--- src/rtl/pwfd_pkg.sv ---
package pwfd_pkg;

    // Frame geometry
    localparam int FRAME_BITS = 72;
    localparam int BIT_CNT_W  = 8;
    localparam int IDX_W      = 5;

    // Configuration register layout
    localparam int CFG_IDX_W  = 2;
    localparam int CFG_DATA_W = 24;
    localparam int QUIET_W    = 24;
    localparam int DELAY_W    = 16;
    localparam int SKIP_W     = 24;
    localparam int COUNT_W    = 24;

    localparam logic [CFG_IDX_W-1:0] CFG_QUIET_LEN    = 2'd0;
    localparam logic [CFG_IDX_W-1:0] CFG_SAMPLE_DELAY = 2'd1;
    localparam logic [CFG_IDX_W-1:0] CFG_SKIP_LEN     = 2'd2;

    localparam logic [QUIET_W-1:0] QUIET_RST = 24'd19000;
    localparam logic [DELAY_W-1:0] DELAY_RST = 16'd2000;
    localparam logic [SKIP_W-1:0]  SKIP_RST  = 24'd1000000;

    // Queue between front and back
    localparam int QUEUE_DEPTH = 4;
    localparam int QAW         = $clog2(QUEUE_DEPTH);

    // One classified line sample
    typedef struct packed {
        logic level;
        logic edge_seen;
    } t_sample;

    // Queue status seen by front and back
    typedef struct packed {
        logic full;
        logic empty;
    } t_q_status;

endpackage

--- src/rtl/pwfd_front.sv ---
module pwfd_front
    import pwfd_pkg::*;
(
    input  logic      i_clk,
    input  logic      i_rst_n,
    input  logic      i_valid,
    input  logic      i_level,
    input  t_q_status i_q_status,
    output logic      o_push,
    output t_sample   o_item,
    output logic      o_stall
);

    logic r_prev_level;

    // Accept whenever the queue has room
    assign o_stall = i_q_status.full;
    assign o_push  = i_valid && !i_q_status.full;

    // Classify the sample against the previous one
    assign o_item.level     = i_level;
    assign o_item.edge_seen = (i_level != r_prev_level);

    // Track the previous accepted level
    always_ff @(posedge i_clk) begin
        if (!i_rst_n) begin
            r_prev_level <= 1'b0;
        end else if (o_push) begin
            r_prev_level <= i_level;
        end
    end

endmodule

--- src/rtl/pwfd_queue.sv ---
module pwfd_queue
    import pwfd_pkg::*;
(
    input  logic      i_clk,
    input  logic      i_rst_n,
    input  logic      i_push,
    input  t_sample   i_item,
    input  logic      i_pop,
    output t_sample   o_item,
    output t_q_status o_status
);

    t_sample          r_mem [QUEUE_DEPTH];
    logic [QAW-1:0]   r_wr_ptr;
    logic [QAW-1:0]   r_rd_ptr;
    logic [QAW:0]     r_count;

    assign o_item          = r_mem[r_rd_ptr];
    assign o_status.full   = (r_count == (QAW+1)'(QUEUE_DEPTH));
    assign o_status.empty  = (r_count == '0);

    // Store incoming items
    always_ff @(posedge i_clk) begin
        if (i_push) begin
            r_mem[r_wr_ptr] <= i_item;
        end
    end

    // Advance pointers and fill count
    always_ff @(posedge i_clk) begin
        if (!i_rst_n) begin
            r_wr_ptr <= '0;
            r_rd_ptr <= '0;
            r_count  <= '0;
        end else begin
            if (i_push) begin
                r_wr_ptr <= r_wr_ptr + 1'b1;
            end
            if (i_pop) begin
                r_rd_ptr <= r_rd_ptr + 1'b1;
            end
            if (i_push && !i_pop) begin
                r_count <= r_count + 1'b1;
            end else if (!i_push && i_pop) begin
                r_count <= r_count - 1'b1;
            end
        end
    end

endmodule

--- src/rtl/pwfd_back.sv ---
module pwfd_back
    import pwfd_pkg::*;
(
    input  logic                  i_clk,
    input  logic                  i_rst_n,
    input  t_sample               i_item,
    input  t_q_status             i_q_status,
    output logic                  o_pop,
    input  logic                  i_cfg_valid,
    input  logic [CFG_IDX_W-1:0]  i_cfg_index,
    input  logic [CFG_DATA_W-1:0] i_cfg_data,
    output logic                  o_out_valid,
    input  logic                  i_out_stall,
    output logic [7:0]            o_data_byte,
    output logic [IDX_W-1:0]      o_byte_index,
    output logic                  o_last_byte
);

    localparam logic [2:0] PH_INIT       = 3'd0;
    localparam logic [2:0] PH_INIT_FALL  = 3'd1;
    localparam logic [2:0] PH_WAIT_EDGE  = 3'd2;
    localparam logic [2:0] PH_WINDOW     = 3'd3;
    localparam logic [2:0] PH_SKIP       = 3'd4;
    localparam logic [2:0] PH_START_FALL = 3'd5;
    localparam logic [2:0] PH_DELAY      = 3'd6;
    localparam logic [2:0] PH_EDGES      = 3'd7;

    logic [QUIET_W-1:0]   r_quiet_len;
    logic [DELAY_W-1:0]   r_sample_delay;
    logic [SKIP_W-1:0]    r_skip_len;

    logic [2:0]           r_phase,    n_phase;
    logic [COUNT_W-1:0]   r_count,    n_count;
    logic                 r_ewin,     n_ewin;
    logic [1:0]           r_pend,     n_pend;
    logic [7:0]           r_shift,    n_shift;
    logic [BIT_CNT_W-1:0] r_bits,     n_bits;

    logic                 r_out_valid;
    logic [7:0]           r_data_byte;
    logic [IDX_W-1:0]     r_byte_index;
    logic                 r_last_byte;

    logic                 out_free;
    logic                 step;
    logic                 emit;
    logic                 lvl;
    logic                 edge_seen;
    logic                 ew;
    logic [COUNT_W-1:0]   cnt_inc;
    logic [BIT_CNT_W:0]   bits_next;
    logic [BIT_CNT_W+1:0] bits_plus9;
    logic [7:0]           shift_base;

    // Set the bit for a low sample at the given position
    function automatic logic [7:0] bit_mask(input logic [2:0] pos, input logic level);
        logic [7:0] m;
        m = 8'h80 >> pos;
        return level ? 8'h00 : m;
    endfunction

    // Step only when a sample waits and the result register can take a byte
    assign out_free  = !r_out_valid || !i_out_stall;
    assign step      = !i_q_status.empty && out_free;
    assign o_pop     = step;
    assign lvl       = i_item.level;
    assign edge_seen = i_item.edge_seen;
    assign cnt_inc   = r_count + 1'b1;
    assign bits_next = {1'b0, r_bits} + 1'b1;
    assign bits_plus9 = {2'b00, r_bits} + (BIT_CNT_W+2)'(9);

    // Next-state logic of the frame sequencer
    always_comb begin
        n_phase    = r_phase;
        n_count    = r_count;
        n_ewin     = r_ewin;
        n_pend     = r_pend;
        n_shift    = r_shift;
        n_bits     = r_bits;
        emit       = 1'b0;
        ew         = r_ewin | edge_seen;
        shift_base = r_shift;
        if (step) begin
            unique case (r_phase)
                PH_INIT: begin
                    n_phase = lvl ? PH_INIT_FALL : PH_WAIT_EDGE;
                end
                PH_INIT_FALL: begin
                    if (edge_seen) begin
                        n_phase = PH_WAIT_EDGE;
                    end
                end
                PH_WAIT_EDGE: begin
                    if (edge_seen) begin
                        n_count = '0;
                        n_ewin  = 1'b0;
                        if (r_quiet_len == '0) begin
                            n_phase = lvl ? PH_START_FALL : PH_WAIT_EDGE;
                        end else begin
                            n_phase = PH_WINDOW;
                        end
                    end
                end
                PH_WINDOW: begin
                    n_count = cnt_inc;
                    n_ewin  = ew;
                    if (cnt_inc >= r_quiet_len) begin
                        if (ew) begin
                            if (r_skip_len == '0) begin
                                n_phase = PH_WAIT_EDGE;
                            end else begin
                                n_phase = PH_SKIP;
                                n_count = '0;
                            end
                        end else begin
                            n_phase = lvl ? PH_START_FALL : PH_WAIT_EDGE;
                        end
                    end
                end
                PH_SKIP: begin
                    n_count = cnt_inc;
                    if (cnt_inc >= r_skip_len) begin
                        n_phase = PH_WAIT_EDGE;
                    end
                end
                PH_START_FALL: begin
                    if (edge_seen) begin
                        n_bits  = '0;
                        n_shift = '0;
                        n_count = '0;
                        if (r_sample_delay == '0) begin
                            n_shift = bit_mask(3'd0, lvl);
                            n_pend  = lvl ? 2'd1 : 2'd2;
                            n_phase = PH_EDGES;
                        end else begin
                            n_phase = PH_DELAY;
                        end
                    end
                end
                PH_DELAY: begin
                    n_count = cnt_inc;
                    if (cnt_inc >= {8'h00, r_sample_delay}) begin
                        n_shift = r_shift | bit_mask(r_bits[2:0], lvl);
                        n_pend  = lvl ? 2'd1 : 2'd2;
                        n_phase = PH_EDGES;
                    end
                end
                PH_EDGES: begin
                    if (edge_seen && r_pend != 2'd0) begin
                        n_pend = r_pend - 1'b1;
                        if (r_pend == 2'd1) begin
                            // Emit a byte after each eighth bit
                            if (r_bits[2:0] == 3'd7) begin
                                emit       = 1'b1;
                                shift_base = '0;
                                n_shift    = '0;
                            end
                            if (bits_next >= (BIT_CNT_W+1)'(FRAME_BITS)) begin
                                n_phase = PH_WAIT_EDGE;
                            end else begin
                                n_bits  = bits_next[BIT_CNT_W-1:0];
                                n_count = '0;
                                if (r_sample_delay == '0) begin
                                    n_shift = shift_base |
                                              bit_mask(bits_next[2:0], lvl);
                                    n_pend  = lvl ? 2'd1 : 2'd2;
                                    n_phase = PH_EDGES;
                                end else begin
                                    n_phase = PH_DELAY;
                                end
                            end
                        end
                    end
                end
                default: begin
                    n_phase = PH_INIT;
                end
            endcase
        end
    end

    // Hold configuration, take writes at once
    always_ff @(posedge i_clk) begin
        if (!i_rst_n) begin
            r_quiet_len    <= QUIET_RST;
            r_sample_delay <= DELAY_RST;
            r_skip_len     <= SKIP_RST;
        end else if (i_cfg_valid) begin
            unique case (i_cfg_index)
                CFG_QUIET_LEN:    r_quiet_len    <= i_cfg_data[QUIET_W-1:0];
                CFG_SAMPLE_DELAY: r_sample_delay <= i_cfg_data[DELAY_W-1:0];
                CFG_SKIP_LEN:     r_skip_len     <= i_cfg_data[SKIP_W-1:0];
                default: begin
                end
            endcase
        end
    end

    // Advance sequencer state
    always_ff @(posedge i_clk) begin
        if (!i_rst_n) begin
            r_phase <= PH_INIT;
            r_count <= '0;
            r_ewin  <= 1'b0;
            r_pend  <= '0;
            r_shift <= '0;
            r_bits  <= '0;
        end else begin
            r_phase <= n_phase;
            r_count <= n_count;
            r_ewin  <= n_ewin;
            r_pend  <= n_pend;
            r_shift <= n_shift;
            r_bits  <= n_bits;
        end
    end

    // Result register: load on emit, drop when taken
    always_ff @(posedge i_clk) begin
        if (!i_rst_n) begin
            r_out_valid <= 1'b0;
        end else if (emit) begin
            r_out_valid <= 1'b1;
        end else if (!i_out_stall) begin
            r_out_valid <= 1'b0;
        end
    end

    always_ff @(posedge i_clk) begin
        if (emit) begin
            r_data_byte  <= r_shift;
            r_byte_index <= r_bits[BIT_CNT_W-1:3];
            r_last_byte  <= (bits_plus9 > (BIT_CNT_W+2)'(FRAME_BITS));
        end
    end

    assign o_out_valid  = r_out_valid;
    assign o_data_byte  = r_data_byte;
    assign o_byte_index = r_byte_index;
    assign o_last_byte  = r_last_byte;

endmodule

--- src/rtl/pulse_width_frame_decoder_core.sv ---
// Pulse-width frame decoder: takes one line sample per item and emits the
// decoded bytes of a single-wire frame, first received bit in bit 7, with the
// byte's position and a flag on the final byte. A sample is accepted every
// cycle while the four-entry sample queue has room; the sequencer retires one
// queued sample per cycle unless a finished byte is held by output stall.
// A finished byte is registered as its last sample retires. Configuration
// writes are always ready and take effect on the next sample processed.
module pulse_width_frame_decoder_core
    import pwfd_pkg::*;
(
    input  logic                  i_clk,
    input  logic                  i_rst_n,
    input  logic                  i_in_valid,
    output logic                  o_in_stall,
    input  logic                  i_line_level,
    input  logic                  i_cfg_valid,
    output logic                  o_cfg_ready,
    input  logic [CFG_IDX_W-1:0]  i_cfg_index,
    input  logic [CFG_DATA_W-1:0] i_cfg_data,
    output logic                  o_out_valid,
    input  logic                  i_out_stall,
    output logic [7:0]            o_data_byte,
    output logic [IDX_W-1:0]      o_byte_index,
    output logic                  o_last_byte
);

    logic      push;
    logic      pop;
    t_sample   front_item;
    t_sample   queue_item;
    t_q_status q_status;

    assign o_cfg_ready = 1'b1;

    pwfd_front u_front (
        .i_clk      (i_clk),
        .i_rst_n    (i_rst_n),
        .i_valid    (i_in_valid),
        .i_level    (i_line_level),
        .i_q_status (q_status),
        .o_push     (push),
        .o_item     (front_item),
        .o_stall    (o_in_stall)
    );

    pwfd_queue u_queue (
        .i_clk    (i_clk),
        .i_rst_n  (i_rst_n),
        .i_push   (push),
        .i_item   (front_item),
        .i_pop    (pop),
        .o_item   (queue_item),
        .o_status (q_status)
    );

    pwfd_back u_back (
        .i_clk        (i_clk),
        .i_rst_n      (i_rst_n),
        .i_item       (queue_item),
        .i_q_status   (q_status),
        .o_pop        (pop),
        .i_cfg_valid  (i_cfg_valid && o_cfg_ready),
        .i_cfg_index  (i_cfg_index),
        .i_cfg_data   (i_cfg_data),
        .o_out_valid  (o_out_valid),
        .i_out_stall  (i_out_stall),
        .o_data_byte  (o_data_byte),
        .o_byte_index (o_byte_index),
        .o_last_byte  (o_last_byte)
    );

`ifndef SYNTHESIS
    // Never retire a sample from an empty queue
    a_pop_not_empty: assert property (@(posedge i_clk) disable iff (!i_rst_n)
        pop |-> !q_status.empty)
        else $error("sample retired from empty queue");

    // An accepted sample is in the queue on the next cycle
    a_push_fills: assert property (@(posedge i_clk) disable iff (!i_rst_n)
        push |=> !q_status.empty)
        else $error("accepted sample lost");

    // A new byte only follows a retired sample
    a_out_after_pop: assert property (@(posedge i_clk) disable iff (!i_rst_n)
        $rose(o_out_valid) |-> $past(pop))
        else $error("byte emitted without a sample");

    // Queue is never both full and empty
    a_queue_status: assert property (@(posedge i_clk) disable iff (!i_rst_n)
        !(q_status.full && q_status.empty))
        else $error("queue status inconsistent");
`endif

endmodule

--- config.mk ---
export PLATFORM = sky130hd
export DESIGN_NAME = pulse_width_frame_decoder_core
export DESIGN_NICKNAME = d
export VERILOG_FILES = /design/src/rtl/pwfd_pkg.sv /design/src/rtl/pwfd_front.sv /design/src/rtl/pwfd_queue.sv /design/src/rtl/pwfd_back.sv /design/src/rtl/pulse_width_frame_decoder_core.sv
export SDC_FILE = /design/constraint.sdc
export NUM_CORES = 1
export LEC_CHECK = 0
export ABC_CLOCK_PERIOD_IN_PS = 11000
export BUFFER_PORTS_ARGS = -buffer_cell sky130_fd_sc_hd__buf_2
export CORE_ASPECT_RATIO = 0.6
export CORE_MARGIN = 3
export CORE_UTILIZATION = 30
export CTS_BUF_LIST = sky130_fd_sc_hd__clkbuf_4
export DETAILED_ROUTE_END_ITERATION = 10
export GPL_ROUTABILITY_DRIVEN = 0
export PLACE_DENSITY = 0.5
export SYNTH_ARGS = -nofsm -noshare
export SYNTH_HDL_FRONTEND = slang
export SYNTH_SLANG_ARGS = --single-unit
--- constraint.sdc ---
create_clock -name i_clk -period 11 [get_ports i_clk]
set_input_delay 2.2 -clock i_clk [delete_from_list [all_inputs] [get_ports i_clk]]
set_output_delay 2.2 -clock i_clk [all_outputs]
set_load 0.02 [all_outputs]
-- After elaboration in Yosys (flattened, before gate mapping)
Memory sizes are Yosys's and may differ from the RTL's. A register that Yosys moved wholly into a read port is not among the register bits.
Cells that the tools add are included.
- RAM bits: 8
- bits of input ports: 32
- flip-flop bits (word level): 133
- logic and storage cells: 165
- memories: 1
- eq/ne operators: 25
- reduce and logical (&&, ||, !) cells: 35
- muxes and demuxes: 69
- add/subtract/negate cells: 8
- magnitude comparators: 5
- shifts and indexed selects: 2
- bitwise operators: 3
- memories (name ; words ; width ; rd ports ; clocked after Yosys merged registers in ; wr ports ; line ; text):
    u_queue.r_mem ; 4 ; 2 ; 1 ; 1 ; 1 ; pwfd_queue.sv:13 ; t_sample r_mem [QUEUE_DEPTH];
- operator list (kind ; number):
    24-bit two-way mux ; 7
    8-bit two-way mux ; 19
    24-bit one-hot mux with 4 select lines ; 1
    24-bit greater-or-equal comparator ; 2
    24-bit zero test ; 2
    3-bit two-way mux ; 15
    24-bit by 1-bit adder with 24-bit output (second input constant) ; 1
    24-bit by 16-bit greater-or-equal comparator with 1-bit output ; 1
    3-bit one-hot mux with 8 select lines ; 1
    8-bit one-hot mux with 3 select lines ; 1
    6-bit AND reduction ; 4
    2-bit two-way mux ; 11
    3-bit == test (second input constant) ; 6
    16-bit zero test ; 1
    2-bit by 1-bit != test with 1-bit output (second input constant) ; 8
    8-bit bitwise OR ; 2
    8-bit one-hot mux with 2 select lines ; 1
    8-bit by 3-bit right shift with 8-bit output (first input constant) ; 2
    1-bit two-way mux ; 11
    10-bit by 7-bit greater-than comparator with 1-bit output (second input constant) ; 1
    8-bit by 1-bit adder with 9-bit output (second input constant) ; 1
    8-bit by 4-bit adder with 9-bit output (second input constant) ; 1
    9-bit by 7-bit greater-or-equal comparator with 1-bit output (second input constant) ; 1
    9-bit AND reduction ; 1
    24 further kinds ; 46

-- Depth between registers and ports, before layout
Gate-level depths: netlist of the first run.
- depth after elaboration: 12
- gate-level depth with buffers: 17
- mapped depth without buffers: 15

-- By module
A second synthesis of the first run with hierarchy kept.
- cells, all modules: 1028
- area total of the unflattened synthesis: 8401.8 sq um
- by module, submodules not included (module ; cells each ; seq. area each (sq um) ; area an instance (sq um) ; times used):
    pwfd_back ; 965 ; 2642.5 ; 7584.8 ; 1
    pwfd_queue ; 53 ; 420.4 ; 730.7 ; 1
    pwfd_front ; 8 ; 20.0 ; 75.1 ; 1
    pulse_width_frame_decoder_core ; 2 ; 0.0 ; 11.3 ; 1

-- Worst setup path before layout of the first run
No wires, ideal clock.
- path type: input to register
- start: input i_out_stall
- end: register u_back.r_byte_index[0], in the netlist u_back.o_byte_index[0] (enable)
- data arrival time: 4310 ps
- slack: 6266 ps
- library setup time: 425 ps
- required time: 10575 ps
- buffers on the path: 0
- stages: 4
- cells stage by stage: and2_1 -> nor2_1 -> nand2_1 -> nor4_1
- word-level cells in the longest chain between the ends: 4
- ends and longest elaborated chain (what ; line ; text):
    start: declaration ; pulse_width_frame_decoder_core.sv:21 ; input logic i_out_stall,
    1-bit zero test ; pwfd_back.sv:63 ; assign out_free = !r_out_valid || !i_out_stall;
    1-bit logical OR ; pwfd_back.sv:63 ;
    1-bit logical AND ; pwfd_back.sv:64 ; assign step = !i_q_status.empty && out_free;
    1-bit two-way mux ; pwfd_back.sv:83 ; if (step) begin
    net u_back.emit ; pwfd_back.sv:46 ; logic emit;
    end signal: assignment ; pwfd_back.sv:232 ; r_byte_index <= r_bits[BIT_CNT_W-1:3];
    end: declaration ; pwfd_back.sv:41 ; logic [IDX_W-1:0] r_byte_index;
The timed path passes the listed nets, and every way through them passes these cells.
A chain may end at the register's enable or synchronous reset.

-- Final worst setup path of the first run
- start: register u_back.r_count[0]
- end: register u_back.r_count[8]
- word-level cells in the longest chain between the ends: 5
- elaborated cells between the ends (all ways): 6
- classes of those cells: add/sub: 1; order compare: 1; mux: 4
- ends and longest elaborated chain (what ; line ; text):
    start: declaration ; pwfd_back.sv:33 ; logic [COUNT_W-1:0] r_count, n_count;
    start signal: assignment ; pwfd_back.sv:210 ; r_count <= n_count;
    24-bit by 1-bit adder with 24-bit output * ; pwfd_back.sv:68 ; assign cnt_inc = r_count + 1'b1;
    parallel branches: the longest is 3 deep, another holds 24-bit greater-or-equal comparator ; -- ;
    24-bit one-hot mux with 4 select lines * ; pwfd_back.sv:84 ; unique case (r_phase)
Mark *: on every way between the ends.

==> impl_metrics.env, run 1 <==
export IMPL_outcome="finished clean"
export IMPL_clk_latency_ps=590
export IMPL_clk_pin_slew_ps=130
export IMPL_rsz0062_at_grt="no"
export IMPL_synth_edf_count=22
export IMPL_die_area_um2=30100
export IMPL_crit_end="u_back.r_count[8]$_SDFFE_PN0P_"
export IMPL_min_from="u_back.r_shift[2]$_SDFFE_PN0P_"
export IMPL_ios=49
export IMPL_grtUsageTotal=0.170
export IMPL_die_x_um=222
export IMPL_startpoint="u_back.r_count[0]$_SDFFE_PN0P_"
export IMPL_via_per_inst=5.16
export IMPL_gr_total_overflow=0
export IMPL_fmax_ghz=0.223
export IMPL_yosysTopAreaCellShare=0.288
export IMPL_cts_resized=0
export IMPL_routed_wl_mm=25.3
export IMPL_synthFlopType="dfxtp_1"
export IMPL_dr_total_vias=7295
export IMPL_synth_seq_cells=143
export IMPL_fin_skew_ps=27.2
export IMPL_cts_made_buffers=17
export IMPL_setup_tns_ps=0
export IMPL_synthCells=1012
export IMPL_pwr_density_cell_nw_per_um2=131
export IMPL_tritoncts="done"
export IMPL_place_hpwl_mm=19.2
export IMPL_required_ps=11500
export IMPL_setup_violations=0
export IMPL_met3_length_mm=1.87
export IMPL_period_needed_ps=4490
export IMPL_cts_setup_buffers=0
export IMPL_root_buffer="clkbuf_4"
export IMPL_vdd_drop_max_uv=84.8
export IMPL_maxCapViolCount=0
export IMPL_clockBufferDepth=2
export IMPL_syn_area_um2=8400
export IMPL_h_tree_depth=4
export IMPL_reg2reg_slack_ps=6510
export IMPL_nNetsFinal=1151
export IMPL_drtAntennaViolNets=0
export IMPL_synthArstFlopShare=0
export IMPL_wl_met2_mm=8.35
export IMPL_grt_pass1_vias=6630
export IMPL_initial_core_util=0.311
export IMPL_yosysWarnings=0
export IMPL_antenna_found_initial=1
export IMPL_synth_top_area_cell="dfxtp_1"
export IMPL_synth_area_leaders="dfxtp_1 29%, ha_1 12%, edfxtp_1 7.9%"
export IMPL_drc=0
export IMPL_crit_type="reg -> reg"
export IMPL_grt_max_degree=69
export IMPL_slew_headroom=0.214
export IMPL_slew_violations=0
export IMPL_fin_crit_sh=0.408
export IMPL_grt_pass1_wl_mm=39.6
export IMPL_met1_length_mm=14.9
export IMPL_fin_util=0.343
export IMPL_avgSynthCellArea_um2=8.30
export IMPL_cts_sinks=143
export IMPL_worst_path_max_fanout=28
export IMPL_syn_num_nets=1123
export IMPL_firstDrtPassIters=5
export IMPL_crit_arrival_ps=4990
export IMPL_dr_max_layer_used="met4"
export IMPL_reg2reg_to="u_back.r_count[8]$_SDFFE_PN0P_"
export IMPL_hp_class="reg -> reg"
export IMPL_areaGrowthSynthToFinish_pct=10.2
export IMPL_cellLeakagePower_nw=3.65
export IMPL_drive_gt1_frac=0.104
export IMPL_worst_slew_pin_slew_ps=1180
export IMPL_synth_cell_types=76
export IMPL_critPathLaunchType="flip-flop"
export IMPL_hold_buffers=0
export IMPL_hold_viol=0
export IMPL_first_iter_violations=598
export IMPL_rows=46
export IMPL_reg2regPathDepth=16
export IMPL_io_buffers=47
export IMPL_ys_seq_area_frac=0.367
export IMPL_core_area_um2=27000
export IMPL_die_h_um=136
export IMPL_end_kind="flip-flop"
export IMPL_reg2reg_from="u_back.r_count[0]$_SDFFE_PN0P_"
export IMPL_drt_wirelength_per_cell_um=17.9
## cell usage after synthesis (all sizes together) (7+ instances only)
| master | count |
|---|---|
| and3 | 12 |
| nor4 | 25 |
| dfxtp | 121 |
| edfxtp | 22 |
| nor2 | 48 |
| a21oi | 90 |
| o21a | 12 |
| or3b | 9 |
| nand2 | 168 |
| nor3 | 24 |
| o211ai | 25 |
| nand3 | 31 |
| xnor2 | 14 |
| nand4 | 16 |
| xor2 | 13 |
| mux2i | 10 |
| nor3b | 7 |
| o21ai | 33 |
| or3 | 7 |
| nand2b | 8 |
| inv | 82 |
| ha | 78 |
| buf | 9 |
| and2 | 11 |
| a211oi | 11 |
| clkbuf | 36 |
## placed cells by master, fill, tap and decap left out, types with 8 or more instances in the layout
cell      netlist  final
nand2_1       168    168
dfxtp_1       121    121
a21oi_1        89     89
inv_1          82     81
ha_1           78     78
nor2_1         48     48
buf_2           2     47
o21ai_0        32     32
nand3_1        30     30
o211ai_1       25     25
nor3_1         23     23
nor4_1         24     23
edfxtp_1       22     22
clkbuf_4        0     17
nand4_1        15     15
xnor2_1        14     14
xor2_1         13     13
o21a_1         12     12
and2_1         11     11
a211oi_1       11     11
mux2i_1        10     10
nand2b_1        8      8
and3_1          8      8
## registers in the layout, indices dropped and copies added, names as in the netlist, named ones only
register,flops
u_back.o_byte_index,5
u_back.o_data_byte,8
u_back.o_last_byte,1
u_back.o_out_valid,1
u_back.r_bits,8
u_back.r_count,24
u_back.r_ewin,1
u_back.r_pend,2
u_back.r_phase,3
u_back.r_quiet_len,24
u_back.r_sample_delay,16
u_back.r_shift,8
u_back.r_skip_len,24
u_front.r_prev_level,1
u_queue.r_count,3
u_queue.r_mem,8
u_queue.r_rd_ptr,2
u_queue.r_wr_ptr,2
## metal layers
layer / vias to the layer above / GRT usage
met5: - / 0
met4: 0 / 0.0309
met3: 13 / 0.0440
met2: 210 / 0.197
met1: 3392 / 0.294
li1: 3680 / -
## worst max-delay path, stage by stage, from the launching register on
cell and delay [ps]:
dfxtp_1 500, ha_1 310, nand3_2 170, nor3_1 430
and3_1 300, nand3_1 110, xnor2_1 370, ha_1 320
o21ai_0 150, nor2_1 60, a211oi_1 210, o211ai_1 150
o211a_1 150, o311a_1 360, buf_4 230, or3b_2 460
a21oi_1 120
## worst min-delay path by stage
stage	to	slack [ps]	cells after the start
final	u_back.o_data_byte[2]$_DFFE_PP_	450	0
after global routing	u_back.o_data_byte[2]$_DFFE_PP_	460	0
after floorplan	u_back.o_data_byte[1]$_DFFE_PP_	400	0
after global placement	u_back.o_data_byte[2]$_DFFE_PP_	420	0
after detailed placement	u_back.o_data_byte[2]$_DFFE_PP_	420	0
after CTS	u_back.o_data_byte[2]$_DFFE_PP_	450	0
## power breakdown
part	leakage [nW]	switching, mW	total, mW	internal, mW
Clock	0.162	0.213	0.369	0.156
Sequential	1.20	0.0333	0.592	0.559
Combinational	2.29	0.158	0.247	0.0890
## per-stage QoR
stage	hold WS [ps]	cells	area [µm²]	setup slack, ps	power (mW)
3_3_place_gp	420	1381	8960	6460	0.848
5_1_grt	462	1414	9260	5960	1.28
4_1_cts	448	1413	9250	6510	1.22
6_report	446	1414	9260	6510	1.21
2_1_floorplan	402	1012	8400	6270	0.770
3_5_place_dp	416	1381	8960	6380	0.847
## kinds of logic (layout without fill, tap and decap cells)
| family | Yosys count | count (layout) | share of synthesized area |
|---|---|---|---|
| DFF | 143 | 143 | 0.367 |
| adders and majority gates | 79 | 79 | 0.119 |
| other | 1 | 2 | 0.000446 |
| AOI/OAI and AO/OA | 227 | 227 | 0.173 |
| xor gates and xnor gates | 27 | 27 | 0.0282 |
| muxes | 13 | 13 | 0.0186 |
| and+or+nand+nor | 395 | 395 | 0.235 |
| buffers and inverters | 127 | 168 | 0.0593 |
## layout make-up
type	count	area [µm²]
clock buffers	17	128
repair buffers	54	288
diodes	1	2.50
fillers	2862	17700
well taps	360	450
clock inverters	15	166
flip-flops and latches	143	3080
multi-input cells	742	4830
inverters	82	308
Note: power is estimated with default switching activity, not from simulation.
==> run 2: changes to the inputs <==
- ABC_CLOCK_PERIOD_IN_PS: 11000 -> 4500
- clock period: 11 -> 4.5 ns (I/O delays scaled with it)
==> run 2 against run 1 <==
Net effect: largest cell class unchanged; core utilization up 0.61 points; design area up 1.8%; total power up 150%; critical path depth unchanged; sequential share of layout area down 0.58 points; highest routed layer unchanged; critical endpoint is now u_back.r_count[23]$_SDFFE_PN0P_.
==> impl_metrics.env, run 2 (synthesis gave the netlist of run 1 again) <==
export IMPL_outcome="finished clean"
export IMPL_startpoint="u_back.r_count[0]$_SDFFE_PN0P_"
export IMPL_tritoncts="done"
export IMPL_fmax_ghz=0.239
export IMPL_hp_class="reg -> reg"
export IMPL_max_stage_delay_ps=500
export IMPL_core_area_um2=27000
export IMPL_fin_area_um2=9420
export IMPL_crit_chain="ha_1 > nand3_2 > nor3_1 > and3_1 > nand3_1 > xnor2_2 > ha_1 > o21ai_0 > nor2_1 > a211oi_1 > o211ai_1 > o211a_1 > o311a_2 > buf_4 > or3b_1 > a21oi_2"
export IMPL_rows=46
export IMPL_initial_core_util=0.311
export IMPL_first_iter_violations=651
export IMPL_cts_setup_buffers=0
export IMPL_end_kind="flip-flop"
export IMPL_rsz0062_at_grt="yes"
export IMPL_fin_util=0.349
export IMPL_grt_pass1_vias=6610
export IMPL_ios=49
export IMPL_crit_top_cell="ha_1"
export IMPL_p_total_mw=3.01
export IMPL_cellLeakagePower_nw=3.76
export IMPL_h_tree_depth=4
export IMPL_reg_top3="u_back.r_count (24), u_back.r_quiet_len (24), u_back.r_skip_len (24)"
export IMPL_areaGrowthSynthToFinish_pct=12.2
export IMPL_worst_path_max_fanout=19
export IMPL_reg2reg_from="u_back.r_count[0]$_SDFFE_PN0P_"
export IMPL_firstDrtPassIters=5
export IMPL_placed_cell_area_um2=9090
export IMPL_grt_max_degree=53
export IMPL_crit_arrival_ps=4710
export IMPL_fin_skew_ps=34.2
export IMPL_slew_violations=0
export IMPL_final_common_cell="nand2_1"
export IMPL_io_buffers=47
export IMPL_pwr_density_cell_nw_per_um2=319
export IMPL_worst_slew_pin_slew_ps=1160
export IMPL_via_per_inst=5.21
export IMPL_cts_made_buffers=17
export IMPL_clk_pin_slew_ps=120
export IMPL_nNetsFinal=1168
export IMPL_die_h_um=136
export IMPL_drc=0
export IMPL_dr_total_vias=7446
export IMPL_clk_latency_ps=610
export IMPL_antenna_found_initial=0
export IMPL_clockBufferDepth=2
export IMPL_cp_num_buf_inv=1
export IMPL_cts_sinks=143
export IMPL_slowest_stage="o311a_2"
export IMPL_routed_wl_mm=26.0
export IMPL_period_needed_ps=4180
export IMPL_die_x_um=222
export IMPL_min_from="u_back.r_shift[3]$_SDFFE_PN0P_"
export IMPL_fin_crit_sh=0.930
export IMPL_required_ps=5030
export IMPL_hold_buffers=0
export IMPL_setup_violations=0
export IMPL_die_area_um2=30100
export IMPL_drtAntennaViolNets=0
export IMPL_grtUsageTotal=0.174
export IMPL_final_cell_mix="168 x nand2_1, 121 x dfxtp_1, 89 x a21oi_1, 81 x inv_1, 78 x ha_1"
export IMPL_crit_type="reg -> reg"
export IMPL_root_buffer="clkbuf_4"
export IMPL_hold_viol=0
export IMPL_grt_pass1_wl_mm=40.1
export IMPL_crit_family="simple AND/OR/NAND/NOR gates"
export IMPL_drive_gt1_frac=0.121
export IMPL_vdd_drop_max_uv=159
export IMPL_maxCapViolCount=0
export IMPL_gr_total_overflow=0
export IMPL_critPathLaunchType="flip-flop"
export IMPL_drt_wirelength_per_cell_um=18.2
export IMPL_place_hpwl_mm=20.0
export IMPL_setup_tns_ps=0
export IMPL_slew_headroom=0.226
export IMPL_antenna_cells=0
export IMPL_cts_resized=0
export IMPL_timing_hold_ws_ps=447
## run 2: cell count changes in the layout (fill, tap and decap cells not counted), moves of 2 or more
| cell | delta |
|---|---|
| clkinv_4 | +2 |
| inv_8 | +2 |
| buf_4 | +17 |
| inv_4 | -2 |
## run 2: path summary, 6_finish.rpt
check | endpoint | slack [ps] | cells after the start
min reg2reg | u_back.o_data_byte[3]$_DFFE_PP_ | 450 | 0
max reg2reg | u_back.r_count[23]$_SDFFE_PN0P_ | 320 | 16
min | u_back.o_data_byte[3]$_DFFE_PP_ | 450 | 0
max | u_back.r_count[23]$_SDFFE_PN0P_ | 320 | 16
## run 2: final cells by class
class	count	area [µm²]
tap	360	450
clock inverter	14	183
sequential	143	3080
inverter	82	308
multi-input combinational	742	4850
clock buffer	18	135
fill	2826	17600
timing repair buffer	71	415
## run 2: where the power goes
group	leakage, nW	internal, mW	switching (mW)
clock	0.172	0.403	0.536
combinational	2.38	0.229	0.396
sequential	1.20	1.37	0.0794
total	3.76	2.00	1.01
## run 2: routing by layer
metal,up-vias,global-route usage,part of all wire
met5,-,0,0
met4,0,0.0337,0.0073
met3,13,0.0474,0.087
met2,284,0.196,0.33
met1,3451,0.301,0.57
li1,3698,-,-
## run 2: stage by stage
stage / cells / worst slack (ps)
finish: 1430 / 316
detailed placement: 1398 / 304
floorplan: 1012 / 703
global route: 1430 / -13.1
global placement: 1398 / 390
CTS: 1430 / 243
==> run 3: changes to the inputs <==
- CAP_MARGIN: unset -> 20
- CTS_BUF_LIST: sky130_fd_sc_hd__clkbuf_4 -> sky130_fd_sc_hd__clkbuf_8 sky130_fd_sc_hd__clkbuf_16
==> run 3 against run 2 <==
Net effect: cell count is essentially flat; register-to-register slack is essentially flat; via count grew 0.32%; first-iteration DRC count grew 12%; non-clock buffer count grew 1; combinational power is essentially flat; sequential cell count is the same; clock power grew 53%; design area grew 3.2%; wire length grew 0.13%; highest routed layer unchanged.
==> impl_metrics.env, run 3 (synthesis gave the netlist of run 1 again) <==
export IMPL_reg_top3="u_back.r_count (24), u_back.r_quiet_len (24), u_back.r_skip_len (24)"
export IMPL_setup_tns_ps=0
export IMPL_fmax_ghz=0.239
export IMPL_cp_num_buf_inv=1
export IMPL_routed_wl_mm=26.1
export IMPL_final_common_cell="nand2_1"
export IMPL_final_cell_mix="168 x nand2_1, 121 x dfxtp_1, 89 x a21oi_1, 82 x inv_1, 78 x ha_1"
export IMPL_cts_setup_buffers=0
export IMPL_hp_class="reg -> reg"
export IMPL_critPathLaunchType="flip-flop"
export IMPL_fin_util=0.360
export IMPL_end_kind="flip-flop"
export IMPL_dr_total_vias=7470
export IMPL_pwr_share_comb=0.178
export IMPL_hold_buffers=0
export IMPL_cts_made_buffers=17
export IMPL_setup_violations=0
export IMPL_cts_sinks=143
export IMPL_h_tree_depth=4
export IMPL_initial_core_util=0.311
export IMPL_die_area_um2=30100
export IMPL_cellLeakagePower_nw=3.90
export IMPL_rows=46
export IMPL_swShare=0.308
export IMPL_antenna_found_initial=0
export IMPL_p_int_mw=2.43
export IMPL_period_needed_ps=4190
export IMPL_fin_crit_sh=0.931
export IMPL_antenna_cells=0
export IMPL_drive_gt1_frac=0.122
export IMPL_worst_slew_pin_slew_ps=986
export IMPL_die_h_um=136
export IMPL_root_buffer="clkbuf_16"
export IMPL_grtUsageTotal=0.175
export IMPL_nNetsFinal=1169
export IMPL_crit_arrival_ps=4560
export IMPL_drtAntennaViolNets=0
export IMPL_gr_total_overflow=0
export IMPL_pwr_density_cell_nw_per_um2=361
export IMPL_grt_pass1_wl_mm=40.3
export IMPL_crit_top_cell="ha_1"
export IMPL_tritoncts="done"
export IMPL_fin_cells=1431
export IMPL_drc=0
export IMPL_ios=49
export IMPL_vdd_drop_max_uv=259
export IMPL_firstDrtPassIters=5
export IMPL_cts_resized=0
export IMPL_place_hpwl_mm=20.0
export IMPL_crit_type="reg -> reg"
export IMPL_worst_slack_ps=310
export IMPL_areaGrowthSynthToFinish_pct=15.8
export IMPL_p_sw_mw=1.08
export IMPL_p_total_mw=3.51
export IMPL_slew_violations=0
export IMPL_dpl_worst_slack_ps=304
export IMPL_first_iter_violations=729
export IMPL_crit_family="simple AND/OR/NAND/NOR gates"
export IMPL_dpl_cell_count=1398
export IMPL_clk_pin_slew_ps=60
export IMPL_fin_skew_ps=15.0
export IMPL_grt_pass1_vias=6607
export IMPL_worst_path_max_fanout=19
export IMPL_crit_chain="ha_1 > nand3_2 > nor3_1 > and3_1 > nand3_1 > xnor2_2 > ha_1 > o21ai_0 > nor2_1 > a211oi_1 > o211ai_1 > o211a_1 > o311a_2 > buf_4 > or3b_1 > a21oi_2"
export IMPL_power_sequential_fraction=0.412
export IMPL_p_clk_frac=0.410
export IMPL_outcome="finished clean"
export IMPL_slowest_stage="o311a_2"
export IMPL_clk_latency_ps=440
export IMPL_drt_wirelength_per_cell_um=18.2
export IMPL_grt_max_degree=53
export IMPL_max_stage_delay_ps=500
export IMPL_required_ps=4870
export IMPL_hold_viol=0
export IMPL_die_x_um=222
export IMPL_slew_headroom=0.343
export IMPL_maxCapViolCount=0
export IMPL_core_area_um2=27000
export IMPL_via_per_inst=5.22
export IMPL_io_buffers=47
export IMPL_clockBufferDepth=2
-- run 3: per-stage QoR --
step	hold slack, ps	area [µm²]
after floorplan	402	8400
after global placement	416	9090
after detailed placement	419	9090
after CTS	433	9690
after global routing	443	9720
final	433	9720
-- run 3: layout make-up --
| type | count | area [µm²] |
|---|---|---|
| Timing Repair Buffer | 72 | 430 |
| Clock buffer | 21 | 514 |
| Sequential cell | 143 | 3080 |
| Clock inverter | 11 | 92.6 |
| Tap cell | 360 | 450 |
| Inverter | 82 | 308 |
| Fill cell | 2792 | 17300 |
| Multi-Input combinational cell | 742 | 4850 |
-- run 3: path summary, 6_finish.rpt --
check | end | slack, ps | cells past startpoint | startpoint
max reg2reg | u_back.r_count[23]$_SDFFE_PN0P_ | 310 | 16 | u_back.r_count[0]$_SDFFE_PN0P_
max | u_back.r_count[23]$_SDFFE_PN0P_ | 310 | 16 | u_back.r_count[0]$_SDFFE_PN0P_
min reg2reg | u_back.o_data_byte[3]$_DFFE_PP_ | 430 | 0 | u_back.r_shift[3]$_SDFFE_PN0P_
min | u_back.o_data_byte[3]$_DFFE_PP_ | 430 | 0 | u_back.r_shift[3]$_SDFFE_PN0P_
-- run 3: power by group through the flow --
stage          Sequential, mW  Clock [mW]  Combinational (mW)
2_1_floorplan            1.43           0               0.451
3_3_place_gp             1.47           0               0.616
3_5_place_dp             1.47           0               0.610
4_1_cts                  1.44        1.48               0.616
5_1_grt                  1.45        1.53               0.694
6_report                 1.44        1.44               0.626
-- run 3: metal layers --
layer | vias up | GRT usage | wire length, µm
li1 | 3714 | - | -
met1 | 3447 | 0.301 | 14900
met2 | 291 | 0.195 | 8610
met3 | 18 | 0.0479 | 2310
met4 | 0 | 0.0419 | 281
met5 | - | 0 | 0
